==> config.mk <==
export PLATFORM = sky130hd
export DESIGN_NAME = i2c_master_byte_engine
export DESIGN_NICKNAME = d
export VERILOG_FILES = /design/src/rtl/i2cm_pkg.sv /design/src/rtl/i2cm_phase_logic.sv /design/src/rtl/i2c_master_byte_engine.sv
export SDC_FILE = /design/constraint.sdc
export NUM_CORES = 1
export LEC_CHECK = 0
export ABC_AREA = 1
export BUFFER_PORTS_ARGS = -buffer_cell sky130_fd_sc_hd__buf_2
export CAP_MARGIN = 20
export CORE_MARGIN = 3
export CORE_UTILIZATION = 60
export CTS_BUF_LIST = sky130_fd_sc_hd__clkbuf_4 sky130_fd_sc_hd__clkbuf_8
export DETAILED_ROUTE_END_ITERATION = 8
export PLACE_DENSITY = 0.94
export SYNTH_ARGS = -nofsm -noshare
export SYNTH_HDL_FRONTEND = slang
export SYNTH_SLANG_ARGS = --single-unit
==> constraint.sdc <==
create_clock -name aclk -period 4.06 [get_ports aclk]
set_clock_uncertainty 0.05 [all_clocks]
set_input_delay 0.609 -clock aclk [delete_from_list [all_inputs] [get_ports aclk]]
set_output_delay 0.609 -clock aclk [all_outputs]
set_load 0.1 [all_outputs]
==> src/rtl/i2cm_pkg.sv <==
// Shared types and codes for the I2C master byte engine.
package i2cm_pkg;

    localparam logic [2:0] CMD_IDLE  = 3'd0;
    localparam logic [2:0] CMD_START = 3'd1;
    localparam logic [2:0] CMD_STOP  = 3'd2;
    localparam logic [2:0] CMD_WRITE = 3'd3;
    localparam logic [2:0] CMD_READ  = 3'd4;

    // Phase numbers inside the phase lists
    localparam logic [4:0] PH_FIRST      = 5'd0;
    localparam logic [4:0] PH_SECOND     = 5'd1;
    localparam logic [4:0] PH_THIRD      = 5'd2;
    localparam logic [4:0] PH_WR_ACK_SDA = 5'd24;
    localparam logic [4:0] PH_WR_ACK_SCL = 5'd25;
    localparam logic [4:0] PH_WR_ACK_END = 5'd26;
    localparam logic [4:0] PH_RD_BITS_END = 5'd16;
    localparam logic [4:0] PH_RD_ACK_SDA = 5'd17;
    localparam logic [4:0] PH_RD_ACK_SCL = 5'd18;
    localparam logic [4:0] PH_RD_ACK_LOW = 5'd19;
    localparam logic [4:0] PH_RD_ACK_REL = 5'd20;

    localparam logic [1:0] BIT_SET_SDA  = 2'd0;
    localparam logic [1:0] BIT_SCL_HIGH = 2'd1;
    localparam logic [1:0] BIT_SCL_LOW  = 2'd2;

    typedef struct packed {
        logic [2:0] func;
        logic [7:0] tx_byte;
        logic       send_ack;
        logic       sda_in;
    } i2cm_in_t;

    typedef struct packed {
        logic       scl_out;
        logic       sda_out;
        logic       busy_res;
        logic       done_res;
        logic [7:0] rx_byte;
        logic       acked;
    } i2cm_out_t;

    typedef struct packed {
        logic [2:0] cmd;
        logic [4:0] phase;
        logic [1:0] bit_step;   // phase mod 3 during the write bit phases
        logic [7:0] shift;
        logic       scl;
        logic       sda;
        logic       ack_seen;
        logic       ack_to_send;
        logic [7:0] rx_hold;
    } i2cm_state_t;

endpackage

==> src/rtl/i2cm_phase_logic.sv <==
// Next-state and result logic for one bus phase of the I2C master.
module i2cm_phase_logic import i2cm_pkg::*; (
    input  i2cm_state_t cur_state,
    input  i2cm_in_t    in_word,
    output i2cm_state_t next_state,
    output i2cm_out_t   out_word
);

    i2cm_state_t st;
    logic        last;

    always_comb begin
        st   = cur_state;
        last = 1'b0;

        if (st.cmd == CMD_IDLE &&
            (in_word.func inside {CMD_START, CMD_STOP, CMD_WRITE, CMD_READ})) begin
            st.cmd      = in_word.func;
            st.phase    = PH_FIRST;
            st.bit_step = BIT_SET_SDA;
            if (in_word.func == CMD_WRITE) begin
                st.shift = in_word.tx_byte;
            end
            if (in_word.func == CMD_READ) begin
                st.shift       = 8'd0;
                st.ack_to_send = in_word.send_ack;
            end
        end

        case (st.cmd)
            CMD_START: begin
                case (st.phase)
                    PH_FIRST:  st.scl = 1'b1;
                    PH_SECOND: st.sda = 1'b0;
                    PH_THIRD: begin
                        st.scl = 1'b0;
                        last   = 1'b1;
                    end
                    default: last = 1'b1;
                endcase
            end
            CMD_STOP: begin
                case (st.phase)
                    PH_FIRST:  st.sda = 1'b0;
                    PH_SECOND: st.scl = 1'b1;
                    PH_THIRD: begin
                        st.sda = 1'b1;
                        last   = 1'b1;
                    end
                    default: last = 1'b1;
                endcase
            end
            CMD_WRITE: begin
                if (st.phase < PH_WR_ACK_SDA) begin
                    // MSB goes out, shifted away once its clock pulse ends
                    case (st.bit_step)
                        BIT_SET_SDA:  st.sda = st.shift[7];
                        BIT_SCL_HIGH: st.scl = 1'b1;
                        default: begin
                            st.scl   = 1'b0;
                            st.shift = {st.shift[6:0], 1'b0};
                        end
                    endcase
                end else begin
                    case (st.phase)
                        PH_WR_ACK_SDA: st.sda = 1'b1;
                        PH_WR_ACK_SCL: st.scl = 1'b1;
                        PH_WR_ACK_END: begin
                            st.scl      = 1'b0;
                            st.ack_seen = ~in_word.sda_in;
                            last        = 1'b1;
                        end
                        default: last = 1'b1;
                    endcase
                end
            end
            CMD_READ: begin
                if (st.phase == PH_FIRST) begin
                    st.sda = 1'b1;
                end else if (st.phase <= PH_RD_BITS_END) begin
                    if (st.phase[0]) begin
                        st.scl = 1'b1;
                    end else begin
                        st.scl   = 1'b0;
                        st.shift = {st.shift[6:0], in_word.sda_in};
                    end
                end else if (st.ack_to_send) begin
                    case (st.phase)
                        PH_RD_ACK_SDA: st.sda = 1'b0;
                        PH_RD_ACK_SCL: st.scl = 1'b1;
                        PH_RD_ACK_LOW: st.scl = 1'b0;
                        PH_RD_ACK_REL: begin
                            st.sda = 1'b1;
                            last   = 1'b1;
                        end
                        default: last = 1'b1;
                    endcase
                end else begin
                    case (st.phase)
                        PH_RD_ACK_SDA: st.sda = 1'b1;
                        PH_RD_ACK_SCL: st.scl = 1'b1;
                        PH_RD_ACK_LOW: begin
                            st.scl = 1'b0;
                            last   = 1'b1;
                        end
                        default: last = 1'b1;
                    endcase
                end
                if (last) begin
                    st.rx_hold = st.shift;
                end
            end
            CMD_IDLE: last = 1'b0;
            default:  last = 1'b1;
        endcase

        out_word.busy_res = 1'b0;
        out_word.done_res = 1'b0;
        if (st.cmd != CMD_IDLE) begin
            if (last) begin
                out_word.done_res = 1'b1;
                st.cmd      = CMD_IDLE;
                st.phase    = PH_FIRST;
                st.bit_step = BIT_SET_SDA;
            end else begin
                out_word.busy_res = 1'b1;
                st.phase    = st.phase + 5'd1;
                st.bit_step = (st.bit_step == BIT_SCL_LOW) ? BIT_SET_SDA
                                                           : st.bit_step + 2'd1;
            end
        end

        out_word.scl_out = st.scl;
        out_word.sda_out = st.sda;
        out_word.rx_byte = st.rx_hold;
        out_word.acked   = st.ack_seen;
        next_state       = st;
    end

endmodule

==> src/rtl/i2c_master_byte_engine.sv <==
// Top level of the I2C master byte engine: state and result registers.
//
//  channel | direction | handshake          | payload
//  --------+-----------+--------------------+---------------------------------
//  s_      | in        | s_valid / s_ready  | func, tx_byte, send_ack, sda_in
//  m_      | out       | m_valid / m_ready  | scl_out, sda_out, busy_res,
//          |           |                    | done_res, rx_byte, acked
//
// One word in, one word out; each input word is one bus phase, and a word
// can enter every cycle unless m_ready stalls the output. The result appears
// in the output register on the cycle after acceptance. s_ready is high while
// the output register is empty or being drained, so a stall on m_ready holds
// both sides. Synchronous active-low reset sets the SCL/SDA state idle high.
module i2c_master_byte_engine import i2cm_pkg::*; (
    input  logic      aclk,
    input  logic      aresetn,
    input  logic      s_valid,
    output logic      s_ready,
    input  i2cm_in_t  s_data,
    output logic      m_valid,
    input  logic      m_ready,
    output i2cm_out_t m_data
);

    i2cm_state_t state_reg, state_next;
    i2cm_out_t   out_reg, out_next;
    logic        m_valid_reg;
    logic        accept;

    assign s_ready = ~m_valid_reg | m_ready;
    assign accept  = s_valid & s_ready;

    i2cm_phase_logic u_phase (
        .cur_state  (state_reg),
        .in_word    (s_data),
        .next_state (state_next),
        .out_word   (out_next)
    );

    always_ff @(posedge aclk) begin
        if (!aresetn) begin
            state_reg.cmd         <= CMD_IDLE;
            state_reg.phase       <= PH_FIRST;
            state_reg.bit_step    <= BIT_SET_SDA;
            state_reg.shift       <= 8'd0;
            state_reg.scl         <= 1'b1;
            state_reg.sda         <= 1'b1;
            state_reg.ack_seen    <= 1'b0;
            state_reg.ack_to_send <= 1'b0;
            state_reg.rx_hold     <= 8'd0;
            m_valid_reg           <= 1'b0;
        end else begin
            if (accept) begin
                state_reg <= state_next;
            end
            if (accept) begin
                m_valid_reg <= 1'b1;
            end else if (m_ready) begin
                m_valid_reg <= 1'b0;
            end
        end
    end

    always_ff @(posedge aclk) begin
        if (accept) begin
            out_reg <= out_next;
        end
    end

    assign m_valid = m_valid_reg;
    assign m_data  = out_reg;

endmodule

# Word-level counts from Yosys, hierarchy flattened
# Cells that the tools add are included.
# W data, S select, Z words.
[word_totals]
regBits = 44
latchBits = 0
ramBits = 0
rom_bits = 0
out_inout_bits = 15
elab_cells = 109
memories = 0
[op_classes]
add_sub_neg = 2
multipliers = 0
div = 0
magnitude_cmp = 2
eq_ne = 19
n_shift = 0
muxes = 52
n_bitwise = 4
n_reduce_logical = 14
[op_table]
columns = ["operator", "n"]
rows = [
  ["$mux W8", 8],
  ["$eq A5 B5 Y1 const B", 7],
  ["$mux W1", 28],
  ["$mux W18", 1],
  ["$pmux W8 S2", 1],
  ["$eq A3 B2 Y1 const B", 4],
  ["$pmux W1 S2", 6],
  ["$mux W10", 1],
  ["$reduce_or A2 Y1", 5],
  ["$mux W9", 1],
  ["$pmux W2 S4", 1],
  ["$mux W7", 1],
  ["$eq A3 B1 Y1 const B", 2],
  ["$eq A3 B3 Y1 const B", 2],
  ["$logic_not A3 Y1", 2],
  ["$add A5 B1 Y5 const B", 1],
  ["$eq A5 B1 Y1 const B", 1],
  ["$eq A5 B2 Y1 const B", 1],
  ["$le A5 B5 Y1 const B", 1],
  ["$logic_not A5 Y1", 1],
  ["$lt A5 B5 Y1 const B", 1],
  ["$mux W2", 2],
  ["$pmux W1 S4", 1],
  ["$reduce_bool A4 Y1", 1],
  ["12 further kinds", 13],
]

# Longest topological paths before layout
[depth]
word_depth = 14
mapped_depth = 18

# By module
# Synthesis repeated with hierarchy kept, for this count alone.
[hier_totals]
cells_unflattened = 503
area_unflattened_um2 = 3251.9
[by_module_without_submodules]
columns = ["module", "instances", "cells_each", "area_each_um2", "seq_area_each_um2"]
rows = [
  ["i2c_master_byte_engine", 1, 211, 1803.0, 1011.0],
  ["i2cm_phase_logic", 1, 292, 1448.9, 0.0],
]

# Worst setup path after synthesis
# OpenSTA, ideal clock, no wires.
[synth_path]
kind = "reg-to-reg"
startpoint = "reg m_valid_reg, in the netlist m_valid"
endpoint = "reg state_reg[13] (netlist bit)"
arrival_ns = 3.054
slack_ns = 0.837
path_stages_with_launch = 7
cell_sequence = "dfxtp_1 nand2_1 nand2_1 inv_1 clkbuf_1 o21ai_0 nor2_1"
[synth_between]
elab_chain_len = 3
[synth_rtl]
columns = ["element", "line", "text"]
rows = [
  ["start, declared", "i2c_master_byte_engine.sv:27", "logic m_valid_reg;"],
  ["start signal, assigned", "i2c_master_byte_engine.sv:51", "m_valid_reg <= 1'b0;"],
  ["start signal, assigned", "i2c_master_byte_engine.sv:57", "m_valid_reg <= 1'b1;"],
  ["start signal, assigned", "i2c_master_byte_engine.sv:59", "m_valid_reg <= 1'b0;"],
  ["$not A1 Y1", "i2c_master_byte_engine.sv:30", "assign s_ready = ~m_valid_reg | m_ready;"],
  ["$or A1 B1 Y1", "i2c_master_byte_engine.sv:30", ""],
  ["net s_ready", "i2c_master_byte_engine.sv:18", "output logic s_ready,"],
  ["$and A1 B1 Y1", "i2c_master_byte_engine.sv:31", "assign accept = s_valid & s_ready;"],
  ["net accept", "i2c_master_byte_engine.sv:28", "logic accept;"],
  ["end signal, assigned", "i2c_master_byte_engine.sv:54", "state_reg <= state_next;"],
  ["end, declared", "i2c_master_byte_engine.sv:25", "i2cm_state_t state_reg, state_next;"],
]
# The timed path passes the listed nets, and every way through them passes these cells.
# A chain may end at the register's enable or synchronous reset.

==> metrics.md <==
| Metric | Value |
|---|---|
| Status | completed |
| CP max FO | 16 |
| Post-route ant nets | 0 |
| DRC | 0 |
| Fillers | 333 |
| Cells after Synth | 406 |
| Yosys Warn Count | 0 |
| ANT cells | 0 |
| Htree depth | 2 |
| Max-cap violation count | 0 |
| Syn avg cell area | 6.88 sq um |
| Req. time, crit path | 4.21 ns |
| Seq cells post-synth | 44 |
| Final WL | 7110 microns |
| Hold-fix buffers at CTS | 0 |
| Final worst path period need | 3.16 ns |
| First-pass iteration count of the detailed router | 5 |
| CORE AREA | 0.00441 sq mm |
| Die Height | 74.3 microns |
| Syn nets | 427 |
| Slew at the pin with the worst max-slew slack | 0.704 ns |
| Final Hold Viols | 0 |
| Vias | 2,914 |
| Worst hold path type | reg2reg |
| Sw Share | 0.378 |
| Total Routing Usage GR | 0.267 |
| Largest net degree at the start of global routing | 37 |
| Die ar. | 0.00551 sq mm |
| Worst EP arrival | 3.31 ns |
| IO Pins | 32 |
| Area of the mapped netlist | 0.00280 sq mm |
| Grt total ovfl | 0 |
| Logic pwr share | 0.319 |
| Internal power | 796 uW |
| VDD IR max | 0.000285 V |
| Synth-to-Final Area Change | 11.0% |
| Leakage power | 1.49 nW |
| First-pass GRT wire length | 11,600 microns |
| DR WL/cell | 14.6 microns |
| Period utilisation layout | 0.778 |
| Sequential share of the synthesized area | 0.362 |
| Worst setup path class | in2reg |
| Clock Power Share | 0.280 |
| Vias in the first global route | 2,587 |
| CTS Buffer Depth | 2 |
| CTS tree | built |
| Dpl hpwl | 5040 microns |
| IO buf count | 31 |
| Max stage delay on crit path | 0.29 ns |
| Tot Pwr | 1.28 mW |
| Setup Buffers After CTS | 0 |
| RSZ-0062 raised after global routing | false |
| Switch Pwr | 485 uW |
| Routability congestion estimate | 0.948 |
| Yosys cell types | 34 |
| Max_slew headroom | 0.530 |
| CP max stage cell | nor2_1 |
| Clock latency on the worst-skew pair | 0.31 ns |
| Max reg flops | 30 |
| Post-route setup TNS | 0 ns |
| Slew Viols, Final | 0 |
| Post-CTS sizing | 0 |
| Via density | 5.97 |
| Nets | 456 |
| Cell area power density | 413 mW/mm^2 |
| Sequential power share | 0.400 |
| Rows | 24 |
| Reg clk slew, reported paths | 0.09 ns |
| Startpoint Class | input port |
| Sink Count | 44 |
| Die width | 74.3 microns |
| DRT iter0 DRCs | 478 |
| CTS buffer count | 5 |
| CTS root buf | clkbuf_8 |
| Final setup fails | 0 |
| Crit end category | flip-flop |
| Cell breakdown of the critical path | buf_2 -> nor2_1 -> nand2_1 -> nand2_2 -> nand2_4 -> clkinv_1 -> nor2_1 -> inv_1 -> ha_1 -> nand2_2 -> nand2_2 -> nor2_1 -> nand3_2 -> inv_4 -> o21ai_2 -> o21ai_1 -> inv_1 |
| Share of layout cells above drive strength 1 | 0.170 |
| Maximum clock rate | 0.317 GHz |
| Starting Density | 0.633 |
| Initial antenna violation count | 0 |
| Flop2flop setup slack | 1.17 ns |
[cells in the mapped netlist (all sizes together)]
cell type,n,area share
nand2,91,0.13
xor2,1,0.0031
o21bai,2,0.0054
nor2,37,0.052
nand3,31,0.061
clkbuf,6,0.0081
a31oi,3,0.0067
a21oi,41,0.073
o21a,1,0.0027
a21boi,2,0.0094
o211ai,3,0.0081
nor3,6,0.013
inv,55,0.075
nand4,9,0.022
clkinv,2,0.0027
edfxtp,13,0.14
dfxtp,31,0.22
buf,5,0.017
ha,4,0.018
o21ai,63,0.13
[critical path, delay by kind of cell]
family / cells / cell delay (ns)
AO/OA/AOI/OAI: 2 / 0.24
adder cells (fa/ha/maj): 1 / 0.27
AND/OR/NAND/NOR: 9 / 1.44
buffers and inverters: 5 / 0.75
[final cells by class]
class                      count  area (sq um)  share of cell area
multi-input combinational    294          1500               0.483
clock buffer                   6          82.6              0.0266
tap                           52          65.1              0.0210
timing repair buffer          33           190              0.0613
clock inverter                 2          38.8              0.0125
inverter                      57           216              0.0698
sequential                    44          1010               0.326
[cells by family after synthesis]
kind of cell             Yosys count  share of synthesized area
AO/OA/AOI/OAI                    115                      0.235
XOR/XNOR                           1                    0.00313
adder cells (fa/ha/maj)            4                     0.0179
buffers and inverters             68                      0.103
flip-flops                        44                      0.362
AND/OR/NAND/NOR                  174                      0.280
[per-layer routing]
layer / vias to the layer above / wire [microns] / global-route usage
li1: 1407 / - / -
met1: 1310 / 3020 / 0.347
met2: 164 / 3240 / 0.431
met3: 33 / 623 / 0.0514
met4: 0 / 224 / 0.121
met5: - / 0 / 0
[final timing paths]
path                            cells after the start       endpoint     startpoint
worst min-delay path                                2  state_reg[29]  state_reg[29]
worst max-delay path                               17   state_reg[7]     s_data[11]
worst min register to register                      2  state_reg[29]  state_reg[29]
worst max register to register                     16   state_reg[7]  state_reg[28]
[power by group through the flow]
stage / sequential [mW] / clock [mW] / combinational, mW
3_5_place_dp: 0.522 / 0 / 0.398
3_3_place_gp: 0.521 / 0 / 0.386
5_1_grt: 0.517 / 0.377 / 0.442
6_report: 0.513 / 0.359 / 0.409
2_1_floorplan: 0.616 / 0 / 0.229
4_1_cts: 0.512 / 0.361 / 0.400
[layout by cell type (no fill, tap or decap), drive strengths merged]
cell type / synthesis / final
clkinv: 2 / 3
o21bai: 2 / 2
nand4: 9 / 9
o211ai: 3 / 3
inv: 55 / 55
o21a: 1 / 1
nor3: 6 / 6
a31oi: 3 / 3
a21oi: 41 / 41
edfxtp: 13 / 13
buf: 5 / 33
clkbuf: 6 / 6
o21ai: 63 / 63
nand2: 91 / 91
nor2: 37 / 37
dfxtp: 31 / 31
bufinv: 0 / 1
nand3: 31 / 31
xor2: 1 / 1
a21boi: 2 / 2
ha: 4 / 4
[per-stage QoR]
stage | std cells | util | instance area (sq um) | setup slack [ns] | hold slack, ns
after global routing | 488 | 0.703 | 3100 | 0.658 | 0.471
after global placement | 479 | 0.669 | 2950 | 0.821 | 0.413
after CTS | 488 | 0.703 | 3100 | 0.970 | 0.438
after detailed placement | 480 | 0.675 | 2980 | 0.690 | 0.426
after floorplan | 406 | - | 2800 | 0.837 | 0.395
final | 488 | 0.703 | 3100 | 0.901 | 0.432
No activity file was read; power rests on OpenSTA's default activity.
